### src/rtl/dcpm_pkg.sv
// Shared types, widths and constants of the DC-blocked power meter.
// Used by the channel interfaces, the multiply unit, the sequencer and the top level.
package dcpm_pkg;

  // Field widths of the channels
  localparam int CH_W      = 2;
  localparam int SAMPLE_W  = 12;
  localparam int VALUE_W   = 14;
  localparam int SUM_W     = 48;
  localparam int COUNT_W   = 32;
  localparam int SCALE_W   = 16;
  localparam int CFG_IDX_W = 2;

  // Defaults of the top-level parameters
  localparam int DEF_CHANNELS = 4;
  localparam int DEF_DC_SHIFT = 8;

  // Gain has sixteen fraction bits
  localparam int GAIN_SHIFT = 16;

  localparam int MIDSCALE = 2048;
  localparam logic [SCALE_W-1:0] SCALE_RESET = SCALE_W'(100);

  // Datapath widths
  localparam int DIFF_W  = SAMPLE_W + 1;
  localparam int MUL_A_W = VALUE_W;
  localparam int MUL_B_W = SCALE_W + 1;
  localparam int PROD_W  = MUL_A_W + MUL_B_W;
  localparam int SQ_W    = 2 * VALUE_W - 1;

  localparam logic signed [PROD_W-1:0] VAL_MAX = PROD_W'(8191);
  localparam logic signed [PROD_W-1:0] VAL_MIN = -PROD_W'(8192);

  // Configuration register indexes
  localparam logic [CFG_IDX_W-1:0] REG_VOLTAGE_SCALE = CFG_IDX_W'(0);
  localparam logic [CFG_IDX_W-1:0] REG_CURRENT_SCALE = CFG_IDX_W'(1);

  typedef enum logic [2:0] {
    S_IDLE,
    S_DIFF,
    S_SCALE,
    S_SQUARE,
    S_ACC
  } state_e;

  typedef enum logic {
    MUL_SCALE,
    MUL_SQUARE
  } mul_op_e;

  // Control from the sequencer to the datapath
  typedef struct packed {
    logic    in_ready;
    logic    capture;
    logic    diff_en;
    logic    mul_en;
    mul_op_e mul_op;
    logic    val_en;
    logic    commit;
  } ctrl_t;

endpackage

### src/rtl/dcpm_intf.sv
// Valid/ready channel interfaces of the DC-blocked power meter: sample in, result out
// and configuration write. Depends on dcpm_pkg.
interface dcpm_in_if;
  import dcpm_pkg::*;
  logic                valid;
  logic                ready;
  logic [CH_W-1:0]     channel;
  logic [SAMPLE_W-1:0] sample;

  modport source (output valid, output channel, output sample, input ready);
  modport sink (input valid, input channel, input sample, output ready);
endinterface

interface dcpm_out_if;
  import dcpm_pkg::*;
  logic                      valid;
  logic                      ready;
  logic [CH_W-1:0]           channel_out;
  logic signed [VALUE_W-1:0] value;
  logic [SUM_W-1:0]          sum_squares;
  logic [COUNT_W-1:0]        sample_count;

  modport source (output valid, output channel_out, output value, output sum_squares,
                  output sample_count, input ready);
  modport sink (input valid, input channel_out, input value, input sum_squares,
                input sample_count, output ready);
endinterface

interface dcpm_cfg_if;
  import dcpm_pkg::*;
  logic                 valid;
  logic                 ready;
  logic [CFG_IDX_W-1:0] index;
  logic [SCALE_W-1:0]   data;

  modport source (output valid, output index, output data, input ready);
  modport sink (input valid, input index, input data, output ready);
endinterface

### src/rtl/dcpm_mul.sv
// Shared signed multiplier with operand select and registered product.
// Serves both the gain scaling and the squaring step. Depends on dcpm_pkg.
module dcpm_mul (
  input  logic                                clk_i,
  input  logic                                en_i,
  input  dcpm_pkg::mul_op_e                   op_i,
  input  logic signed [dcpm_pkg::DIFF_W-1:0]  diff_i,
  input  logic [dcpm_pkg::SCALE_W-1:0]        gain_i,
  input  logic signed [dcpm_pkg::VALUE_W-1:0] val_i,
  output logic signed [dcpm_pkg::PROD_W-1:0]  prod_o
);
  import dcpm_pkg::*;

  logic signed [MUL_A_W-1:0] a;
  logic signed [MUL_B_W-1:0] b;
  logic signed [PROD_W-1:0]  prod_d, prod_q;

  always_comb begin
    unique case (op_i)
      MUL_SCALE: begin
        a = MUL_A_W'(diff_i);
        b = $signed({1'b0, gain_i});
      end
      MUL_SQUARE: begin
        a = val_i;
        b = MUL_B_W'(val_i);
      end
      default: begin
        a = '0;
        b = '0;
      end
    endcase
    prod_d = PROD_W'(a) * PROD_W'(b);
  end

  always_ff @(posedge clk_i) begin
    if (en_i) begin
      prod_q <= prod_d;
    end
  end

  assign prod_o = prod_q;

endmodule

### src/rtl/dcpm_seq.sv
// Step sequencer of the power meter: offset update, scale, square, accumulate.
// Drives the datapath control struct. Depends on dcpm_pkg.
module dcpm_seq (
  input  logic            clk_i,
  input  logic            rst_ni,
  input  logic            in_valid_i,
  input  logic            ch_ok_i,
  input  logic            out_free_i,
  output dcpm_pkg::ctrl_t ctrl_o
);
  import dcpm_pkg::*;

  state_e state_q, state_d;

  always_ff @(posedge clk_i or negedge rst_ni) begin
    if (!rst_ni) begin
      state_q <= S_IDLE;
    end else begin
      state_q <= state_d;
    end
  end

  always_comb begin
    state_d = state_q;
    ctrl_o  = '0;
    ctrl_o.mul_op = MUL_SCALE;
    unique case (state_q)
      S_IDLE: begin
        ctrl_o.in_ready = 1'b1;
        ctrl_o.capture  = in_valid_i;
        if (in_valid_i) begin
          state_d = S_DIFF;
        end
      end
      S_DIFF: begin
        // drop a sample of a channel that is not fitted
        if (ch_ok_i) begin
          ctrl_o.diff_en = 1'b1;
          state_d        = S_SCALE;
        end else begin
          state_d = S_IDLE;
        end
      end
      S_SCALE: begin
        ctrl_o.mul_en = 1'b1;
        ctrl_o.mul_op = MUL_SCALE;
        state_d       = S_SQUARE;
      end
      S_SQUARE: begin
        ctrl_o.mul_en = 1'b1;
        ctrl_o.mul_op = MUL_SQUARE;
        ctrl_o.val_en = 1'b1;
        state_d       = S_ACC;
      end
      S_ACC: begin
        // hold until the result register is free, then take the next sample
        if (out_free_i) begin
          ctrl_o.commit   = 1'b1;
          ctrl_o.in_ready = 1'b1;
          ctrl_o.capture  = in_valid_i;
          state_d         = in_valid_i ? S_DIFF : S_IDLE;
        end
      end
      default: begin
        state_d = S_IDLE;
      end
    endcase
  end

endmodule

### src/rtl/dc_blocked_power_meter.sv
// Top level of the DC-blocked power meter: channel state, configuration and result register.
// Depends on dcpm_pkg, dcpm_intf, dcpm_mul and dcpm_seq.
//
//  port   | modport | payload                                         | role
//  -------+---------+-------------------------------------------------+----------------------
//  cfg_i  | sink    | index, data                                     | gain register write
//  in_i   | sink    | channel, sample                                 | converter samples in
//  res_o  | source  | channel_out, value, sum_squares, sample_count   | one result per fitted-channel sample
//
// A sample passes through these steps after its transfer: offset update, gain multiply, square,
// and accumulate into the result register. The next sample is not taken before the accumulate
// step, so samples do not overlap, as the single shared multiplier is used twice per sample.
// A sample of an absent channel is dropped in the offset step with no result. Reset returns
// all channel offsets to midscale, clears sums and counts, and sets both gains to their
// default. A stalled result holds the block in the accumulate step.
module dc_blocked_power_meter #(
  parameter int CHANNELS = dcpm_pkg::DEF_CHANNELS,
  parameter int DC_SHIFT = dcpm_pkg::DEF_DC_SHIFT
) (
  input  logic              clk_i,
  input  logic              rst_ni,
  dcpm_cfg_if.sink          cfg_i,
  dcpm_in_if.sink           in_i,
  dcpm_out_if.source        res_o
);
  import dcpm_pkg::*;

  // Offset stays below 4096 << DC_SHIFT
  localparam int OFF_W = SAMPLE_W + DC_SHIFT;
  localparam int IDX_W = (CHANNELS > 1) ? $clog2(CHANNELS) : 1;
  localparam logic [OFF_W-1:0] OFF_RESET = OFF_W'(MIDSCALE) << DC_SHIFT;

  ctrl_t ctrl;

  // Configuration registers
  logic [SCALE_W-1:0] vscale_q, cscale_q;

  // Captured sample
  logic [CH_W-1:0]     ch_q;
  logic [SAMPLE_W-1:0] sample_q;

  // Per-channel state
  logic [OFF_W-1:0]   offset_q [CHANNELS];
  logic [SUM_W-1:0]   sum_q    [CHANNELS];
  logic [COUNT_W-1:0] cnt_q    [CHANNELS];

  // Datapath
  logic [IDX_W-1:0]          idx;
  logic                      ch_ok;
  logic [OFF_W-1:0]          off_rd;
  logic signed [DIFF_W-1:0]  diff_d, diff_q;
  logic [OFF_W-1:0]          off_new;
  logic [SCALE_W-1:0]        gain;
  logic signed [PROD_W-1:0]  prod;
  logic signed [PROD_W-1:0]  scaled;
  logic signed [VALUE_W-1:0] val_d, val_q;
  logic [SQ_W-1:0]           sq;
  logic [SUM_W:0]            sum_ext;
  logic [SUM_W-1:0]          sum_new;
  logic [COUNT_W-1:0]        cnt_new;

  // Result register
  logic                      out_valid_q, out_valid_d;
  logic                      out_free;
  logic [CH_W-1:0]           out_ch_q;
  logic signed [VALUE_W-1:0] out_val_q;
  logic [SUM_W-1:0]          out_sum_q;
  logic [COUNT_W-1:0]        out_cnt_q;

  // ---------------------------------------------------------------------------
  // Configuration: always ready, writes beyond the list are dropped
  // ---------------------------------------------------------------------------
  assign cfg_i.ready = 1'b1;

  always_ff @(posedge clk_i or negedge rst_ni) begin
    if (!rst_ni) begin
      vscale_q <= SCALE_RESET;
      cscale_q <= SCALE_RESET;
    end else if (cfg_i.valid) begin
      if (cfg_i.index == REG_VOLTAGE_SCALE) begin
        vscale_q <= cfg_i.data;
      end
      if (cfg_i.index == REG_CURRENT_SCALE) begin
        cscale_q <= cfg_i.data;
      end
    end
  end

  // ---------------------------------------------------------------------------
  // Sequencer and shared multiplier
  // ---------------------------------------------------------------------------
  assign out_free   = !out_valid_q || res_o.ready;
  assign in_i.ready = ctrl.in_ready;

  dcpm_seq u_seq (
    .clk_i      (clk_i),
    .rst_ni     (rst_ni),
    .in_valid_i (in_i.valid),
    .ch_ok_i    (ch_ok),
    .out_free_i (out_free),
    .ctrl_o     (ctrl)
  );

  dcpm_mul u_mul (
    .clk_i  (clk_i),
    .en_i   (ctrl.mul_en),
    .op_i   (ctrl.mul_op),
    .diff_i (diff_q),
    .gain_i (gain),
    .val_i  (val_d),
    .prod_o (prod)
  );

  // Capture the sample on its transfer
  always_ff @(posedge clk_i) begin
    if (ctrl.capture) begin
      ch_q     <= in_i.channel;
      sample_q <= in_i.sample;
    end
  end

  // ---------------------------------------------------------------------------
  // Datapath
  // ---------------------------------------------------------------------------
  always_comb begin
    idx    = IDX_W'(ch_q);
    ch_ok  = 32'(ch_q) < CHANNELS;
    off_rd = offset_q[idx];
    // subtract the offset estimate, floored to sample scale
    diff_d = $signed(DIFF_W'(sample_q)) - $signed(DIFF_W'(off_rd[OFF_W-1:DC_SHIFT]));
    off_new = off_rd + OFF_W'(diff_d);
    gain   = (ch_q == '0) ? vscale_q : cscale_q;

    // floor shift of the scaled product, clamp to the value range
    scaled = prod >>> GAIN_SHIFT;
    if (scaled > VAL_MAX) begin
      val_d = VALUE_W'(VAL_MAX);
    end else if (scaled < VAL_MIN) begin
      val_d = VALUE_W'(VAL_MIN);
    end else begin
      val_d = VALUE_W'(scaled);
    end

    // square is non-negative and below 2^27
    sq      = prod[SQ_W-1:0];
    sum_ext = {1'b0, sum_q[idx]} + (SUM_W + 1)'(sq);
    sum_new = sum_ext[SUM_W] ? '1 : sum_ext[SUM_W-1:0];
    cnt_new = cnt_q[idx] + COUNT_W'(1);
  end

  always_ff @(posedge clk_i) begin
    if (ctrl.diff_en) begin
      diff_q <= diff_d;
    end
    if (ctrl.val_en) begin
      val_q <= val_d;
    end
  end

  always_ff @(posedge clk_i or negedge rst_ni) begin
    if (!rst_ni) begin
      for (int i = 0; i < CHANNELS; i++) begin
        offset_q[i] <= OFF_RESET;
        sum_q[i]    <= '0;
        cnt_q[i]    <= '0;
      end
    end else begin
      if (ctrl.diff_en) begin
        offset_q[idx] <= off_new;
      end
      if (ctrl.commit) begin
        sum_q[idx] <= sum_new;
        cnt_q[idx] <= cnt_new;
      end
    end
  end

  // ---------------------------------------------------------------------------
  // Result register: load on commit, drop on transfer
  // ---------------------------------------------------------------------------
  always_comb begin
    out_valid_d = out_valid_q;
    if (ctrl.commit) begin
      out_valid_d = 1'b1;
    end else if (res_o.ready) begin
      out_valid_d = 1'b0;
    end
  end

  always_ff @(posedge clk_i or negedge rst_ni) begin
    if (!rst_ni) begin
      out_valid_q <= 1'b0;
    end else begin
      out_valid_q <= out_valid_d;
    end
  end

  always_ff @(posedge clk_i) begin
    if (ctrl.commit) begin
      out_ch_q  <= ch_q;
      out_val_q <= val_q;
      out_sum_q <= sum_new;
      out_cnt_q <= cnt_new;
    end
  end

  assign res_o.valid        = out_valid_q;
  assign res_o.channel_out  = out_ch_q;
  assign res_o.value        = out_val_q;
  assign res_o.sum_squares  = out_sum_q;
  assign res_o.sample_count = out_cnt_q;

  // ---------------------------------------------------------------------------
  // Assertions
  // ---------------------------------------------------------------------------
  a_commit_slot_free: assert property (@(posedge clk_i) disable iff (!rst_ni)
    ctrl.commit |-> out_free)
    else $error("result committed over a pending result");

  a_mul_not_ready: assert property (@(posedge clk_i) disable iff (!rst_ni)
    ctrl.mul_en |-> !ctrl.in_ready)
    else $error("sample taken while the multiplier is busy");

  a_diff_then_scale: assert property (@(posedge clk_i) disable iff (!rst_ni)
    ctrl.diff_en |=> ctrl.mul_en && ctrl.mul_op == MUL_SCALE)
    else $error("offset step not followed by gain multiply");

  a_sum_monotonic: assert property (@(posedge clk_i) disable iff (!rst_ni)
    ctrl.commit |-> sum_new >= sum_q[idx])
    else $error("sum of squares decreased");

endmodule
### src/flat_wrapper.sv
// flat-port wrapper written by rule: the top's interface ports become plain ports
module dc_blocked_power_meter_flat import dcpm_pkg::*;
#(
  parameter int CHANNELS = dcpm_pkg::DEF_CHANNELS,
  parameter int DC_SHIFT = dcpm_pkg::DEF_DC_SHIFT
)
  (clk_i, rst_ni, cfg_i_valid, cfg_i_index, cfg_i_data, cfg_i_ready, in_i_valid, in_i_channel, in_i_sample, in_i_ready, res_o_valid, res_o_channel_out, res_o_value, res_o_sum_squares, res_o_sample_count, res_o_ready);
  dcpm_cfg_if cfg_i_i ();
  dcpm_in_if in_i_i ();
  dcpm_out_if res_o_i ();
  input  logic clk_i;
  input  logic rst_ni;
  input wire logic [$bits(cfg_i_i.valid)-1:0] cfg_i_valid;
  input wire logic [$bits(cfg_i_i.index)-1:0] cfg_i_index;
  input wire logic [$bits(cfg_i_i.data)-1:0] cfg_i_data;
  output wire logic [$bits(cfg_i_i.ready)-1:0] cfg_i_ready;
  input wire logic [$bits(in_i_i.valid)-1:0] in_i_valid;
  input wire logic [$bits(in_i_i.channel)-1:0] in_i_channel;
  input wire logic [$bits(in_i_i.sample)-1:0] in_i_sample;
  output wire logic [$bits(in_i_i.ready)-1:0] in_i_ready;
  output wire logic [$bits(res_o_i.valid)-1:0] res_o_valid;
  output wire logic [$bits(res_o_i.channel_out)-1:0] res_o_channel_out;
  output wire logic [$bits(res_o_i.value)-1:0] res_o_value;
  output wire logic [$bits(res_o_i.sum_squares)-1:0] res_o_sum_squares;
  output wire logic [$bits(res_o_i.sample_count)-1:0] res_o_sample_count;
  input wire logic [$bits(res_o_i.ready)-1:0] res_o_ready;
  assign cfg_i_i.valid = cfg_i_valid;
  assign cfg_i_i.index = cfg_i_index;
  assign cfg_i_i.data = cfg_i_data;
  assign cfg_i_ready = cfg_i_i.ready;
  assign in_i_i.valid = in_i_valid;
  assign in_i_i.channel = in_i_channel;
  assign in_i_i.sample = in_i_sample;
  assign in_i_ready = in_i_i.ready;
  assign res_o_valid = res_o_i.valid;
  assign res_o_channel_out = res_o_i.channel_out;
  assign res_o_value = res_o_i.value;
  assign res_o_sum_squares = res_o_i.sum_squares;
  assign res_o_sample_count = res_o_i.sample_count;
  assign res_o_i.ready = res_o_ready;
  dc_blocked_power_meter #(.CHANNELS(CHANNELS), .DC_SHIFT(DC_SHIFT)) u_core (.clk_i(clk_i), .rst_ni(rst_ni), .cfg_i(cfg_i_i), .in_i(in_i_i), .res_o(res_o_i));
endmodule
### config.mk
export PLATFORM = sky130hd
export DESIGN_NAME = dc_blocked_power_meter_flat
export DESIGN_NICKNAME = d
export VERILOG_FILES = /design/src/rtl/dcpm_pkg.sv /design/src/rtl/dcpm_intf.sv /design/src/rtl/dcpm_mul.sv /design/src/rtl/dcpm_seq.sv /design/src/rtl/dc_blocked_power_meter.sv /design/src/flat_wrapper.sv
export SDC_FILE = /design/constraint.sdc
export NUM_CORES = 2
export LEC_CHECK = 0
export ABC_AREA = 1
export BUFFER_PORTS_ARGS = -buffer_cell sky130_fd_sc_hd__buf_2
export CAP_MARGIN = 20
export CORE_MARGIN = 2
export CORE_UTILIZATION = 50
export DETAILED_ROUTE_END_ITERATION = 7
export PLACE_DENSITY = 0.66
export SLEW_MARGIN = 10
export SYNTH_ARGS = -nofsm -noshare
export SYNTH_HDL_FRONTEND = slang
export SYNTH_SLANG_ARGS = --single-unit
### constraint.sdc
create_clock -name clk_i -period 8.19 [get_ports clk_i]
set_input_delay 0.4095 -clock clk_i [delete_from_list [all_inputs] [get_ports clk_i]]
set_output_delay 0.4095 -clock clk_i [all_outputs]
set_load 0.02 [all_outputs]
==> metrics.yaml <==
floorplanning:
  dieArea_mm2: 0.08027
  die_w_um: 283.3
  start_util_pct: 50.44
  rows: 102
  die_y_um: 283.3
  top_level_ports: 136
  core_area_mm2: 0.07734
routing:
  drc: 0
  wirelength_mm: 109.0
  wl_per_cell_um: 18.22
  dr.pass1.iters: 6
  vias_per_cell: 5.330
  drt-initial-drc-count: 2740
  ant_nets: 0
  vias: 31880
cts:
  cts_resized: 0
  clock_path_buffers: 3
  h-tree-depth: 3
  cts.sinks: 604
  cts_tree: "built"
  clk_pin_slew_ns: 0.06
  post_cts_buffers: 0
  ctsRootBufferMaster: "clkbuf_16"
  cts_inserted_buffers: 69
  clock_latency_ns: 0.65
  cts_hold_buf: 17
logic_synthesis:
  synth_area_leaders: "dfrtp_1, nand2_1, edfxtp_1, fa_1, inv_1"
  synth_top_cell_area_share_pct: 27.33
  syn_inst: 4774
  ys_seq_area_share_pct: 40.93
  yosys.area_share.adder_pct: 16.26
  synthFlopType: "dfrtp_1"
  synth-seq-cells: 604
  synth_mux_area_share_pct: 0.1315
  synth_top_cell_by_area: "dfrtp_1"
  ys_warn_count: 0
  synth_top_family_by_area: "simple AND/OR/NAND/NOR gates"
  synth_cell_type_count: 58
  netlist_area_mm2: 0.03901
  synth_commonest_cells: "nand2_1, inv_1, nor2_1"
  synth_xor_area_share_pct: 2.155
  synth.most_common_cell: "nand2_1"
  synth_compound_area_share_pct: 7.996
  yosys.area_share.simple_pct: 23.80
  synth_edf_count: 168
  syn_area_per_cell_um2: 8.172
  ys_async_sr_fraction_pct: 72.19
  synth_fp_nets: 5177
global_route:
  grt_util_all_layers_pct: 27.38
  grt_pass1_wl_mm: 173.9
  overflow: 0
  grt_pass1_vias: 31290
  grt_max_degree: 142
  antenna_found_initial: 5
worst_setup_path:
  path_max_fanout: 12
  cpPeakStageDelay_ns: 0.54
  r2r_cells: 28
  reg2reg_to: "u_core.u_mul.prod_o[27]"
  crit_path_start_kind: "flip-flop"
  critPathArrivalTime_ns: 7.97
  r2r_slack_ns: 0.61
  critPathSlowestCell: "fa_1"
  timing.rr.start: "u_core.u_seq.state_q[2]"
  crit_path_end_kind: "flip-flop"
  critPathRequiredTime_ns: 8.58
  timing.setup.critical_path_class: "flip-flop to flip-flop"
timing:
  rsz0062_at_grt: "no"
  tns_ns: 0
  max_freq_mhz: 131.9
  period_minus_slack_ns: 7.583
  setup_violations: 0
  relSlewSlack_pct: 27.05
  finalMaxSlewViolations: 0
  fin_skew_ns: 0.03516
  finalHoldViolCount: 0
  tightest_slew_ns: 1.094
  min_period_over_period_pct: 92.59
layout:
  layout.nets: 5285
  ff_latch_area_mm2: 0.01597
  multi_input_area_mm2: 0.01970
  n_fill_cell: 7260
  drive_above_1_share_pct: 7.836
  syn2layout_area_growth_pct: 10.64
run_status:
  status: "finished, final reports clean"
min_path:
  hold_end: "u_core.cscale_q[2]"
  holdPathStages: 3
  hp-class: "primary input to flip-flop"
  min-delay-start: "cfg_i_data[2]"
place:
  gp_congestion: 0.9726
  hpwl_mm: 77.32
  numPortBuffers: 134
job:
  maxCapViolCount: 0
placed cells by master (no fill, tap or decap), types with 14 or more instances in the layout:
cell / count
clkbuf_16: 70
fa_1: 235
clkinv_2: 14
o21ai_1: 17
nand3_2: 16
dfrtp_1: 426
buf_2: 133
nand2_1: 1588
o21ai_0: 234
nor2_1: 428
a21oi_1: 105
buf_4: 52
inv_1: 683
a22oi_1: 45
edfxtp_1: 168
nand3_1: 156
o221ai_1: 25
ha_1: 131
a31oi_1: 43
nor3_1: 18
nand4_1: 33
xnor2_1: 32
o22ai_1: 19
dlygate4sd3_1: 17
xor2_1: 51
clkbuf_1: 18
state kept, by name, indices dropped and copies added (netlist names):
| register | flops |
|---|---|
| u_core.cscale_q | 16 |
| u_core.sample_q | 12 |
| u_core.offset_q | 80 |
| u_core.res_o.sum_squares | 48 |
| u_core.res_o.valid | 1 |
| u_core.res_o.channel_out | 2 |
| u_core.cnt_q | 128 |
| u_core.vscale_q | 16 |
| u_core.diff_q | 13 |
| u_core.u_mul.prod_o | 31 |
| u_core.u_seq.state_q | 3 |
| u_core.ch_q | 2 |
| u_core.res_o.sample_count | 32 |
| u_core.val_q | 14 |
| u_core.sum_q | 192 |
| u_core.res_o.value | 14 |
how the worst max path moves through the flow:
| stage | start | to | slack (ns) | cells after the start |
|---|---|---|---|---|
| after CTS | u_core.ch_q[0] | u_core.u_mul.prod_o[27] | 0.68 | 26 |
| final | u_core.u_seq.state_q[2] | u_core.u_mul.prod_o[27] | 0.61 | 28 |
| after global routing | u_core.u_seq.state_q[2] | u_core.u_mul.prod_o[27] | 0.03 | 27 |
| after detailed placement | u_core.ch_q[0] | u_core.u_mul.prod_o[27] | 0.71 | 26 |
| after floorplan | u_core.u_seq.state_q[2] | u_core.u_mul.prod_o[20] | 0.95 | 27 |
| after global placement | u_core.u_seq.state_q[2] | u_core.u_mul.prod_o[27] | 0.77 | 28 |
routing by layer:
layer / up-vias / GRT usage, % / part of all wire, %
met5: - / 0 / 0.045
met4: 8 / 8.267 / 2.5
met3: 185 / 4.372 / 6.9
met2: 1091 / 44.09 / 47
met1: 15470 / 38.26 / 44
li1: 15130 / - / -
critical path: cells and delay by family, from the launching register on:
family / cells / cell delay [ns]
flops: 1 / 0.44
fa+ha+maj: 7 / 3.32
buf+inv: 8 / 1.46
compound gates: 2 / 0.55
simple gates: 11 / 1.52
cell type report:
cell class	instances	area share, %
Antenna cell	3	0.01739
Clock buffer	94	4.406
Clock inverter	34	0.9073
Inverter	698	6.070
Multi-Input combinational cell	3304	45.63
Sequential cell	604	36.99
Tap cell	1040	3.015
Timing Repair Buffer	205	2.957
metrics by stage:
stage / cells / setup WS, ns / util, % / instance area [um^2] / hold slack [ns]
after floorplan: 4774 / 0.9487 / - / 39010 / 0.1139
after global placement: 5832 / 0.7685 / 52.59 / 40670 / 0.4171
after detailed placement: 5832 / 0.7111 / 52.59 / 40670 / 0.4045
after CTS: 5977 / 0.6811 / 55.77 / 43130 / 0.006454
after global routing: 5979 / 0.02910 / 55.80 / 43160 / 0.03777
final: 5982 / 0.6070 / 55.81 / 43160 / 0.03320
cell families (layout without fill, tap and decap cells):
family          after synthesis  count (layout)
compound gates              538             538
other cells                   1               4
fa+ha+maj                   366             366
simple gates               2304            2304
xor+xnor                     90              90
buf+inv                     866            1031
mux                           5               5
flops                       604             604
Power is left out: the tool's default activity adds up to more than one toggle a clock period on the data nets, which glitch-free logic cannot reach.
